===== src/rtl/core/tdln_pkg.sv =====
// ----------------------------------------------------------------------------
// tdln_pkg
// shared types for the tree depth level normaliser: controller states and
// the command / status groups between controller and datapath
// ----------------------------------------------------------------------------
`default_nettype none

package tdln_pkg;

  // width of the depth fields on the ports
  localparam int unsigned FIELD_W = 8;

  // controller states
  typedef enum logic [3:0] {
    S_LOAD,
    S_FIND_RD,
    S_FIND_EV,
    S_MIN_RD,
    S_MIN_EV,
    S_RUN_END,
    S_ADJ_RD,
    S_ADJ_WR,
    S_OUT_RD,
    S_OUT_EV
  } state_t;

  // controller to datapath commands
  typedef struct packed {
    logic load_store;     // write incoming depth at the fill position
    logic load_drop;      // store full, flag the list as overflowed
    logic idx_clr;        // scan index back to zero
    logic idx_inc;        // scan index forward
    logic idx_from_first; // scan index to start of current run
    logic lvl_clr;        // level back to zero
    logic lvl_inc;        // next level
    logic run_start;      // open a run at the scan index
    logic min_upd;        // fold read depth into run minimum
    logic run_end;        // close run: capture end index and gap
    logic adj_wr;         // write back lowered depth
    logic out_load;       // load output register
    logic list_clr;       // clear fill count, overflow flag and deepest level
  } cmd_t;

  // datapath to controller status
  typedef struct packed {
    logic store_full;     // fill count at capacity
    logic idx_at_count;   // scan index past last stored node
    logic idx_at_stop;    // scan index at end of run
    logic lvl_at_deepest; // current level is the deepest level
    logic rd_deep;        // read depth at or above current level
    logic min_gt_lvl;     // run minimum above current level
    logic out_free;       // output register free for a new result
  } sts_t;

endpackage

`default_nettype wire


===== src/rtl/core/tdln_ctrl.sv =====
// ----------------------------------------------------------------------------
// tdln_ctrl
// sequencer: load phase, per-level run scan and lowering, result drain
// ----------------------------------------------------------------------------
`default_nettype none

module tdln_ctrl (
  input  wire logic           clk,
  input  wire logic           rst_n,
  input  wire logic           in_valid,
  input  wire logic           in_last_node,
  output logic                in_ready,
  input  wire tdln_pkg::sts_t sts,
  output tdln_pkg::cmd_t      cmd
);

  tdln_pkg::state_t state_r, state_nxt;

  // state register
  always_ff @(posedge clk) begin
    if (!rst_n) begin
      state_r <= tdln_pkg::S_LOAD;
    end else begin
      state_r <= state_nxt;
    end
  end

  // next state and commands
  always_comb begin
    state_nxt = state_r;
    cmd       = '0;
    in_ready  = 1'b0;
    unique case (state_r)
      tdln_pkg::S_LOAD: begin
        in_ready = 1'b1;
        if (in_valid) begin
          if (sts.store_full) begin
            cmd.load_drop = 1'b1;
          end else begin
            cmd.load_store = 1'b1;
          end
          if (in_last_node) begin
            cmd.idx_clr = 1'b1;
            cmd.lvl_clr = 1'b1;
            state_nxt   = tdln_pkg::S_FIND_RD;
          end
        end
      end
      // look for the start of a run at the current level
      tdln_pkg::S_FIND_RD: begin
        if (sts.idx_at_count) begin
          cmd.idx_clr = 1'b1;
          if (sts.lvl_at_deepest) begin
            state_nxt = tdln_pkg::S_OUT_RD;
          end else begin
            cmd.lvl_inc = 1'b1;
          end
        end else begin
          state_nxt = tdln_pkg::S_FIND_EV;
        end
      end
      tdln_pkg::S_FIND_EV: begin
        cmd.idx_inc = 1'b1;
        if (sts.rd_deep) begin
          cmd.run_start = 1'b1;
          state_nxt     = tdln_pkg::S_MIN_RD;
        end else begin
          state_nxt = tdln_pkg::S_FIND_RD;
        end
      end
      // extend run and track its minimum
      tdln_pkg::S_MIN_RD: begin
        if (sts.idx_at_count) begin
          cmd.run_end = 1'b1;
          state_nxt   = tdln_pkg::S_RUN_END;
        end else begin
          state_nxt = tdln_pkg::S_MIN_EV;
        end
      end
      tdln_pkg::S_MIN_EV: begin
        if (sts.rd_deep) begin
          cmd.min_upd = 1'b1;
          cmd.idx_inc = 1'b1;
          state_nxt   = tdln_pkg::S_MIN_RD;
        end else begin
          cmd.run_end = 1'b1;
          state_nxt   = tdln_pkg::S_RUN_END;
        end
      end
      // lower the run only if its minimum sits above the level
      tdln_pkg::S_RUN_END: begin
        if (sts.min_gt_lvl) begin
          cmd.idx_from_first = 1'b1;
          state_nxt          = tdln_pkg::S_ADJ_RD;
        end else begin
          state_nxt = tdln_pkg::S_FIND_RD;
        end
      end
      tdln_pkg::S_ADJ_RD: begin
        if (sts.idx_at_stop) begin
          state_nxt = tdln_pkg::S_FIND_RD;
        end else begin
          state_nxt = tdln_pkg::S_ADJ_WR;
        end
      end
      tdln_pkg::S_ADJ_WR: begin
        cmd.adj_wr  = 1'b1;
        cmd.idx_inc = 1'b1;
        state_nxt   = tdln_pkg::S_ADJ_RD;
      end
      // drain results in list order
      tdln_pkg::S_OUT_RD: begin
        if (sts.idx_at_count) begin
          cmd.list_clr = 1'b1;
          state_nxt    = tdln_pkg::S_LOAD;
        end else if (sts.out_free) begin
          state_nxt = tdln_pkg::S_OUT_EV;
        end
      end
      tdln_pkg::S_OUT_EV: begin
        cmd.out_load = 1'b1;
        cmd.idx_inc  = 1'b1;
        state_nxt    = tdln_pkg::S_OUT_RD;
      end
      default: begin
        state_nxt = tdln_pkg::S_LOAD;
      end
    endcase
  end

endmodule

`default_nettype wire


===== src/rtl/core/tdln_dpath.sv =====
// ----------------------------------------------------------------------------
// tdln_dpath
// depth store, scan index, level and run registers, output register
// ----------------------------------------------------------------------------
`default_nettype none

module tdln_dpath #(
  parameter int unsigned MAX_NODES  = 64,
  parameter int unsigned DEPTH_BITS = 8
) (
  input  wire logic                          clk,
  input  wire logic                          rst_n,
  input  wire logic [tdln_pkg::FIELD_W-1:0]  in_node_depth,
  input  wire tdln_pkg::cmd_t                cmd,
  output tdln_pkg::sts_t                     sts,
  output logic                               out_valid,
  input  wire logic                          out_ready,
  output logic [tdln_pkg::FIELD_W-1:0]       out_new_depth,
  output logic                               out_last_result,
  output logic                               out_overflowed
);

  localparam int unsigned CW = $clog2(MAX_NODES + 1);
  localparam int unsigned AW = (MAX_NODES > 1) ? $clog2(MAX_NODES) : 1;
  localparam int unsigned DW = DEPTH_BITS;
  localparam int unsigned XW = (DW > tdln_pkg::FIELD_W) ? DW : tdln_pkg::FIELD_W;

  logic [DW-1:0] mem [MAX_NODES];

  logic [CW-1:0] count_r, idx_r, first_r, stop_r;
  logic          ovf_r;
  logic [DW-1:0] deepest_r, lvl_r, min_r, gap_r, rdata_r;
  logic          out_valid_r, out_last_r, out_ovf_r;
  logic [tdln_pkg::FIELD_W-1:0] out_depth_r;

  logic [XW-1:0] in_ext, rd_ext;
  logic [DW-1:0] in_d;
  logic [CW-1:0] idx_inc;

  // port width adaption
  assign in_ext  = XW'(in_node_depth);
  assign in_d    = in_ext[DW-1:0];
  assign rd_ext  = XW'(rdata_r);
  assign idx_inc = idx_r + CW'(1);

  // depth store, read address is always the scan index
  always_ff @(posedge clk) begin
    if (cmd.load_store) begin
      mem[count_r[AW-1:0]] <= in_d;
    end else if (cmd.adj_wr) begin
      mem[idx_r[AW-1:0]] <= rdata_r - gap_r;
    end
    rdata_r <= mem[idx_r[AW-1:0]];
  end

  // list bookkeeping
  always_ff @(posedge clk) begin
    if (!rst_n) begin
      count_r   <= '0;
      ovf_r     <= 1'b0;
      deepest_r <= '0;
    end else if (cmd.list_clr) begin
      count_r   <= '0;
      ovf_r     <= 1'b0;
      deepest_r <= '0;
    end else begin
      if (cmd.load_store) begin
        count_r <= count_r + CW'(1);
        if (in_d > deepest_r) begin
          deepest_r <= in_d;
        end
      end
      if (cmd.load_drop) begin
        ovf_r <= 1'b1;
      end
    end
  end

  // scan index, level and run registers
  always_ff @(posedge clk) begin
    if (cmd.idx_clr) begin
      idx_r <= '0;
    end else if (cmd.idx_from_first) begin
      idx_r <= first_r;
    end else if (cmd.idx_inc) begin
      idx_r <= idx_inc;
    end
    if (cmd.lvl_clr) begin
      lvl_r <= '0;
    end else if (cmd.lvl_inc) begin
      lvl_r <= lvl_r + DW'(1);
    end
    if (cmd.run_start) begin
      first_r <= idx_r;
      min_r   <= rdata_r;
    end else if (cmd.min_upd && (rdata_r < min_r)) begin
      min_r <= rdata_r;
    end
    if (cmd.run_end) begin
      stop_r <= idx_r;
      gap_r  <= min_r - lvl_r;
    end
  end

  // output register
  always_ff @(posedge clk) begin
    if (!rst_n) begin
      out_valid_r <= 1'b0;
    end else if (cmd.out_load) begin
      out_valid_r <= 1'b1;
    end else if (out_ready) begin
      out_valid_r <= 1'b0;
    end
  end

  always_ff @(posedge clk) begin
    if (cmd.out_load) begin
      out_depth_r <= rd_ext[tdln_pkg::FIELD_W-1:0];
      out_last_r  <= (idx_inc == count_r);
      out_ovf_r   <= ovf_r;
    end
  end

  // status to controller
  always_comb begin
    sts.store_full     = (count_r == CW'(MAX_NODES));
    sts.idx_at_count   = (idx_r == count_r);
    sts.idx_at_stop    = (idx_r == stop_r);
    sts.lvl_at_deepest = (lvl_r == deepest_r);
    sts.rd_deep        = (rdata_r >= lvl_r);
    sts.min_gt_lvl     = (min_r > lvl_r);
    sts.out_free       = !out_valid_r || out_ready;
  end

  assign out_valid       = out_valid_r;
  assign out_new_depth   = out_depth_r;
  assign out_last_result = out_last_r;
  assign out_overflowed  = out_ovf_r;

endmodule

`default_nettype wire


===== src/rtl/core/tree_depth_level_normalizer_core.sv =====
// load: one node a cycle, in_ready high until the last node is taken
// normalise, per level 0..deepest: 2 cycles per node scanned + 1, each run
//   2 more (3 if it ends before the last node), a lowered run 2 per node + 1
// drain: 2 cycles per result while out_ready is high, then 1 back to load
// first result 2*N + 5 cycles after the last node for a list of all-zero depths
// synchronous active-low reset empties the list; store contents are kept
// ----------------------------------------------------------------------------
// tree_depth_level_normalizer_core
// collects a list of node depths and removes empty depth levels per subtree
// ----------------------------------------------------------------------------
`default_nettype none

module tree_depth_level_normalizer_core #(
  parameter int unsigned MAX_NODES  = 64,
  parameter int unsigned DEPTH_BITS = 8
) (
  input  wire logic                          clk,
  input  wire logic                          rst_n,
  input  wire logic                          in_valid,
  output logic                               in_ready,
  input  wire logic [tdln_pkg::FIELD_W-1:0]  in_node_depth,
  input  wire logic                          in_last_node,
  output logic                               out_valid,
  input  wire logic                          out_ready,
  output logic [tdln_pkg::FIELD_W-1:0]       out_new_depth,
  output logic                               out_last_result,
  output logic                               out_overflowed
);

  tdln_pkg::cmd_t cmd;
  tdln_pkg::sts_t sts;

  // sequencer
  tdln_ctrl u_ctrl (
    .clk          (clk),
    .rst_n        (rst_n),
    .in_valid     (in_valid),
    .in_last_node (in_last_node),
    .in_ready     (in_ready),
    .sts          (sts),
    .cmd          (cmd)
  );

  // store and arithmetic
  tdln_dpath #(
    .MAX_NODES  (MAX_NODES),
    .DEPTH_BITS (DEPTH_BITS)
  ) u_dpath (
    .clk             (clk),
    .rst_n           (rst_n),
    .in_node_depth   (in_node_depth),
    .cmd             (cmd),
    .sts             (sts),
    .out_valid       (out_valid),
    .out_ready       (out_ready),
    .out_new_depth   (out_new_depth),
    .out_last_result (out_last_result),
    .out_overflowed  (out_overflowed)
  );

endmodule

`default_nettype wire


===== config.mk =====
export PLATFORM = sky130hd
export DESIGN_NAME = tree_depth_level_normalizer_core
export DESIGN_NICKNAME = d
export VERILOG_FILES = /design/src/rtl/core/tdln_pkg.sv /design/src/rtl/core/tdln_ctrl.sv /design/src/rtl/core/tdln_dpath.sv /design/src/rtl/core/tree_depth_level_normalizer_core.sv
export SDC_FILE = /design/constraint.sdc
export NUM_CORES = 1
export LEC_CHECK = 0
export ABC_CLOCK_PERIOD_IN_PS = 5900
export BUFFER_PORTS_ARGS = -buffer_cell sky130_fd_sc_hd__buf_2
export CAP_MARGIN = 0
export CORE_AREA = 2 2 221 386
export DETAILED_ROUTE_END_ITERATION = 7
export DIE_AREA = 0 0 223 388
export SLEW_MARGIN = 20
export SYNTH_ARGS = -nofsm -noshare
export SYNTH_HDL_FRONTEND = slang
export SYNTH_HIERARCHICAL = 1
export SYNTH_SLANG_ARGS = --single-unit

===== constraint.sdc =====
create_clock -name clk -period 5.9 [get_ports clk]
set_input_delay 1.18 -clock clk [delete_from_list [all_inputs] [get_ports clk]]
set_output_delay 1.18 -clock clk [all_outputs]
set_load 0.005 [all_outputs]

==> results of run 1 <==
-- kinds of logic (layout without fill, tap and decap cells) --
group | after synthesis | in the layout
AND/OR/NAND/NOR | 292 | 292
AO/OA/AOI/OAI | 207 | 207
flip-flops | 596 | 596
multiplexers | 145 | 145
XOR/XNOR | 52 | 52
adder cells (fa/ha/maj) | 44 | 44
buffers and inverters | 112 | 171
-- layout by cell type (no fill, tap or decap), types with 41 or more instances in the layout --
cell / count
clkbuf_16: 50
dfxtp_1: 41
mux4_2: 130
a22oi_1: 42
a21oi_1: 62
inv_1: 41
nor2_1: 132
edfxtp_1: 552
nand2_1: 52
ha_1: 42
-- area by class of cell --
cell class                 count  share of cell area [%]
multi-input combinational    740                   24.63
timing repair buffer          43                  0.9911
tap                         1065                   4.798
clock buffer                  59                   4.627
inverter                      41                  0.5541
clock inverter                28                   1.505
sequential                   596                   62.90
-- power groups by stage --
stage	registers, uW	logic, uW	clock network, uW
global route	4980	1730	3720
CTS	4960	1610	3570
floorplan	4930	1140	0
detailed placement	5060	1600	0
finish	4960	1600	3480
global placement	5050	1580	0
-- flip-flops by register name, summed over array words and instances (netlist names) --
| signal | flops |
|---|---|
| u_dpath/mem | 512 |
| u_dpath/deepest_r | 8 |
| u_dpath/gap_r | 8 |
| u_dpath/lvl_r | 8 |
| u_dpath/min_r | 8 |
| u_dpath/out_new_depth | 8 |
| u_dpath/rd_ext | 8 |
| u_dpath/count_r | 7 |
| u_dpath/first_r | 7 |
| u_dpath/idx_r | 7 |
| u_dpath/stop_r | 7 |
| u_ctrl/state_r | 4 |
| u_dpath/out_last_result | 1 |
| u_dpath/out_overflowed | 1 |
| u_dpath/out_valid | 1 |
| u_dpath/ovf_r | 1 |
-- metal layers --
| metal | wire (um) | share of wire (%) | track usage, % |
|---|---|---|---|
| met5 | 0 | 0 | 0 |
| met2 | 33370 | 55 | 26.66 |
| met3 | 2230 | 3.7 | 1.758 |
| met4 | 4729 | 7.8 | 9.860 |
| met1 | 20560 | 34 | 13.88 |
-- worst min path at each step --
| stage | startpoint | to | slack (ns) | cells after the start |
|---|---|---|---|---|
| floorplan | u_dpath/ovf_r | u_dpath/out_overflowed | 0.41 | 0 |
| global placement | u_dpath/ovf_r | u_dpath/out_overflowed | 0.42 | 0 |
| detailed placement | u_dpath/ovf_r | u_dpath/out_overflowed | 0.43 | 0 |
| CTS | u_dpath/ovf_r | u_dpath/out_overflowed | 0.45 | 0 |
| global route | u_dpath/ovf_r | u_dpath/out_overflowed | 0.47 | 0 |
| finish | u_dpath/ovf_r | u_dpath/out_overflowed | 0.45 | 0 |
-- worst register-to-register path, stage by stage (launching register included) --
cell and delay (ns):
dfxtp_1 0.41, inv_1 0.14, ha_1 0.16, nand2_1 0.06, nor4b_1 0.67, nor2_1 0.37
inv_1 0.18, nand2_1 0.39, o22ai_1 0.48, nand2_1 0.66, nor2_1 0.81
-- stage by stage --
step / instances / utilization, %
2_1_floorplan: 1448 / -
3_3_place_gp: 2485 / 31.33
3_5_place_dp: 2485 / 31.33
4_1_cts: 2572 / 33.38
5_1_grt: 2572 / 33.38
6_report: 2572 / 33.38
==> results by group, run 1 <==
Critical path
  – Critical path's slowest cell: nor2_1
  – Reg2reg path depth: 10
  – Crit-path max FO: 23
  – CP required: 6.10 ns
  – CP Depth: 10
  – Cell breakdown of the critical path: inv_1, ha_1, nand2_1, nor4b_1, nor2_1, inv_1, nand2_1, o22ai_1, nand2_1, nor2_1
  – Critical Path Sink Type: register
  – CP endpoint: u_dpath/mem[26][4]
  – CP peak stage delay: 0.81 ns
  – Most used cell, CP: nand2_1
  – CP Launch Type: register
  – Internal reg-to-reg setup slack: 1.18 ns
  – Crit path max-delay family: simple AND/OR/NAND/NOR gates
  – Critical Path Start: u_dpath/count_r[1]
  – Bufs and invs on worst path: 2
  – Crit path DAT: 4.91 ns
  – FF-to-FF Start: u_dpath/count_r[1]
  – WS Path Type: reg -> reg
  – Reg-to-reg critical path endpoint: u_dpath/mem[26][4]

Placement
  – RD Place Congestion: 0.8913
  – Hpwl dp: 41.23 mm
  – Placement Cell Area: 26,070 sq um
  – Buffers on Ports: 24
  – Dpl ws: 1.226 ns

Logic synthesis
  – Gate Count Post-Synth: 1,448
  – Top cell type's share of synthesized area: 66.95%
  – XOR/XNOR share of the synthesized area: 1.839%
  – Most instantiated library cell after synthesis: edfxtp_1
  – Largest family of logic cells by synthesized area: multiplexers
  – Post-synth EDFFs: 552
  – Net count after synthesis: 1,505
  – Synth unique cells: 58
  – Dominant cell type by area after synthesis: edfxtp_1
  – Async set-or-reset flop fraction in the synthesized netlist: 0%
  – Avg Cell Area, Syn: 17.10 sq um
  – Synth Area in Compound Gates: 5.220%
  – Post-synthesis sequential area ratio: 70.50%
  – Post-synthesis mux area share: 12.44%
  – Top cells by area, synth: edfxtp_1 67%, mux4_2 12%, dfxtp_1 3.6%
  – Ys Warns: 6
  – Post-synthesis adder-cell area fraction: 2.284%
  – Cell area after synthesis: 24,760 sq um
  – #FFs+latches synth: 596
  – Commonest cells post-synth: 552 x edfxtp_1, 132 x nor2_1, 130 x mux4_2, 62 x a21oi_1, 52 x nand2_1
  – Simple-gate area share of the yosys netlist: 5.503%
  – Synth Flop Type: edfxtp_1

Die
  – Die Width: 223 um
  – Starting density of the core: 29.76%
  – Cell Rows: 140
  – I/O pin total: 25
  – Die area: 86,520 sq um
  – Die Ht: 388 um
  – Core Box Area: 83,200 sq um

Timing
  – Final Max Tran Viols: 0
  – RSZ-0062 raised after global routing: no
  – Max Fclk: 212.0 MHz
  – Final setup TNS: 0 ns
  – Least-Margin Pin Slew: 1.011 ns
  – Max Clock Skew: 0.02319 ns
  – Final Hold Vio Count: 0
  – Post-route minimum period: 4.716 ns
  – Max-slew headroom: 31.97%
  – Final period util: 79.93%
  – Final WS setup: 1.184 ns
  – Hold WS: 0.4514 ns
  – Endpoints failing setup: 0

Clock tree
  – Setup Buffers After CTS: 0
  – CTS tree: done
  – Hold buffers post-CTS: 0
  – Clock buffer depth: 3
  – Post-CTS Resized: 0
  – Root Buffer: clkbuf_16
  – Cts bufs inserted: 50
  – Worst-Skew Late Latency: 0.59 ns
  – Reg clk slew, reported paths: 0.07 ns
  – Clk sinks: 596
  – H-tree depth: 2

Power
  – Static Leak: 0.008501 uW
  – IR drop worst, VDD: 0.1846 mV
  – Clock share of power: 34.7%
  – Pwr/cell area: 361.5 nW/um^2
  – Switch share: 26.28%
  – Sequential share of power: 49.4%
  – Power Total: 10,040 uW
  – Internal power: 7401 uW
  – Net Sw Power: 2639 uW
  – Comb pwr share: 15.9%

Detailed routing
  – Total wire length: 60.89 mm
  – DR pass1 iterations: 7
  – Number of remaining DRC errors: 0
  – Initial DRC count: 1,057
  – WL per Instance: 23.67 um
  – DRT antenna net count: 0
  – Via count: 12,940
  – Vias/cell: 5.031

Global routing
  – Gr ovfl total: 0
  – Pin count of the biggest net entering global routing: 97
  – Number of global-route vias before repair: 13,630
  – Total GRT Usage: 14.00%
  – First-pass GRT wire length: 89.33 mm
  – Initial antenna violation count: 0

Final layout
  – Post-route cell area: 27,770 sq um
  – Nets: 1,529
  – Ant. Diodes: 0
  – Fillers: 7,750
  – Area grow syn2layout: 12.17%
  – Share of cells above drive strength 1: 17.65%
  – Reg area: 17,470 sq um
  – Area occupied by multi-input gates: 6840 sq um

Flow run
  – Total of max-cap violations: 0

Worst hold path
  – Worst Hold Class: reg -> reg

Outcome
  – Outcome: finished, final reports clean
No activity file was read; power rests on OpenSTA's default activity.
==> inputs of run 2 (changes only) <==
- ABC_CLOCK_PERIOD_IN_PS: 5900 -> 4550
- clock period: 5.9 -> 4.55 ns (I/O delays scaled with it)
==> results by group, run 2 (synthesis results as in run 1) <==
Power
  – Internal power: 9338 uW (+26%)
  – Pwr/cell area: 452.5 nW/um^2 (+25%)
  – Switch share: 27.26% (+0.97 points)
  – IR drop worst, VDD: 0.2437 mV (+32%)
  – Net Sw Power: 3499 uW (+33%)
  – Comb pwr share: 17.1% (+1.2 points)
  – Sequential share of power: 49.6% (+0.2 points)
  – Static Leak: 0.008904 uW (+4.7%)
  – Clock share of power: 33.3% (-1.4 points)

Clock tree
  – CTS tree: done
  – Clock buffer depth: 3 (unchanged)
  – Post-CTS Resized: 0 (unchanged)
  – Root Buffer: clkbuf_16
  – Clk sinks: 596 (unchanged)
  – Hold buffers post-CTS: 0 (unchanged)
  – Setup Buffers After CTS: 0 (unchanged)
  – Cts bufs inserted: 49 (-2.0%)
  – Worst-Skew Late Latency: 0.61 ns (+0.02 ns)
  – Reg clk slew, reported paths: 0.07 ns (about the same)
  – H-tree depth: 2 (unchanged)

Detailed routing
  – Initial DRC count: 998 (-5.6%)
  – DR pass1 iterations: 5 (-2)
  – Vias/cell: 4.982 (-0.98%)
  – Via count: 13,190 (+1.9%)
  – Total wire length: 61.22 mm (+0.54%)
  – Number of remaining DRC errors: 0 (unchanged)
  – DRT antenna net count: 0 (unchanged)
  – WL per Instance: 23.13 um (-2.3%)

Critical path
  – Reg2reg path depth: 8 (-2)
  – Crit-path max FO: 33 (+43%)
  – Critical Path Sink Type: register
  – WS Path Type: reg -> reg
  – CP Launch Type: register
  – CP required: 4.86 ns (-1.24 ns)
  – Crit path DAT: 4.01 ns (-0.90 ns)

Flow run
  – Total of max-cap violations: 0 (unchanged)

Final layout
  – Area occupied by multi-input gates: 6845 sq um (about the same)
  – Reg area: 17,470 sq um (unchanged)
  – Ant. Diodes: 0 (unchanged)
  – Share of cells above drive strength 1: 22.00% (+4.3 points)
  – Max reg flops: 512 (unchanged)
  – Commonest non-fill, non-tap cell in the layout: edfxtp_1
  – Area grow syn2layout: 14.56%
  – Post-route cell area: 28,370 sq um (+2.1%)
  – Nets: 1,600 (+4.6%)
  – Commonest cells after routing, fill and taps aside: 552 x edfxtp_1, 132 x nor2_1, 130 x mux4_2
  – Fillers: 7,760 (+0.13%)

Worst hold path
  – Hold path cells: 0 (unchanged)
  – Worst Hold Class: reg -> reg

Die
  – Core Box Area: 83,200 sq um (unchanged)
  – Die area: 86,520 sq um (unchanged)
  – Starting density of the core: 29.76% (unchanged)
  – Die Ht: 388 um (unchanged)
  – I/O pin total: 25 (unchanged)
  – Die Width: 223 um (unchanged)
  – Cell Rows: 140 (unchanged)

Timing
  – Max Fclk: 270.3 MHz (+27%)
  – Final Hold Vio Count: 0 (unchanged)
  – Max Clock Skew: 0.03643 ns (+0.01324 ns)
  – Final period util: 81.32% (+1.4 points)
  – Hold WS: 0.4347 ns (-0.01671 ns)
  – RSZ-0062 raised after global routing: no
  – Max-slew headroom: 28.20% (-3.8 points)
  – Post-route minimum period: 3.700 ns (-1.016 ns)
  – Least-Margin Pin Slew: 1.075 ns (+0.06368 ns)
  – Final Max Tran Viols: 0 (unchanged)
  – Endpoints failing setup: 0 (unchanged)

Placement
  – Hpwl dp: 41.32 mm (+0.22%)
  – RD Place Congestion: 0.8790 (-1.4%)
  – Buffers on Ports: 24 (unchanged)
  – Placement Cell Area: 26,750 sq um (+2.6%)

Outcome
  – Outcome: finished, final reports clean

Global routing
  – Initial antenna violation count: 0 (unchanged)
  – Number of global-route vias before repair: 13,750 (+0.95%)
  – First-pass GRT wire length: 90.55 mm (+1.4%)
  – Pin count of the biggest net entering global routing: 111 (+14%)
  – Total GRT Usage: 14.11% (+0.11 points)
  – Gr ovfl total: 0 (unchanged)
[run 2: cell count changes in the layout (fill, tap and decap cells not counted)]
cell and delta:
clkbuf_1 -6, clkinv_16 +1, o31ai_2 +1, buf_4 +61, inv_6 +3, clkbuf_8 +1
o31ai_1 -1, clkinvlp_4 +3, clkinv_2 +9, clkinv_4 -1, clkinv_8 -1, bufinv_16 -6
buf_12 +11
[run 2: stage by stage]
step           setup WS (ns)  instances  utilization (%)  power (uW)  setup TNS (ns)
6_report              0.8501       2647            34.09       12840               0
5_1_grt               0.5995       2647            34.09       13330               0
4_1_cts               0.8792       2647            34.09       12950               0
3_5_place_dp          0.8890       2557            32.15        8686               0
3_3_place_gp          0.9687       2557            32.15        8666               0
2_1_floorplan        -0.6930       1448                -        7878         -258.74
[run 2: power groups by stage]
stage	sequential [uW]	clock [uW]	combinational (uW)
2_1_floorplan	6400	0	1480
5_1_grt	6390	4560	2380
4_1_cts	6370	4370	2210
3_5_place_dp	6490	0	2200
3_3_place_gp	6490	0	2180
6_report	6370	4270	2200
[run 2: final timing paths]
path | startpoint | to | slack (ns)
worst max-delay path | u_ctrl/state_r[0] | u_dpath/mem[41][1] | 0.85
worst min-delay path | u_dpath/ovf_r | u_dpath/out_overflowed | 0.43
worst max register to register | u_ctrl/state_r[0] | u_dpath/mem[41][1] | 0.85
worst min register to register | u_dpath/ovf_r | u_dpath/out_overflowed | 0.43
[run 2: layout make-up]
type / count / area share [%]
Clock inverter: 36 / 1.187
Tap cell: 1065 / 4.698
Timing Repair Buffer: 115 / 3.361
Sequential cell: 596 / 61.58
Clock buffer: 54 / 4.499
Multi-Input combinational cell: 740 / 24.13
Inverter: 41 / 0.5425
[run 2: metal layers]
metal  vias to the layer above  GRT usage [%]  wire length [um]
met2                       379          26.57             33510
li1                       5890              -                 -
met4                         0          9.957              4568
met1                      6767          14.39             20920
met3                       152          1.523              2221
met5                         -              0                 0
[run 2: worst max-delay path, cell delays in order, from the launching register on]
cell,delay [ns]
dfxtp_1,0.46
nor4_2,0.61
nand2_1,0.13
nor2_1,0.19
inv_1,0.11
nand2_1,0.54
buf_4,0.42
mux2_2,0.65
buf_12,0.28
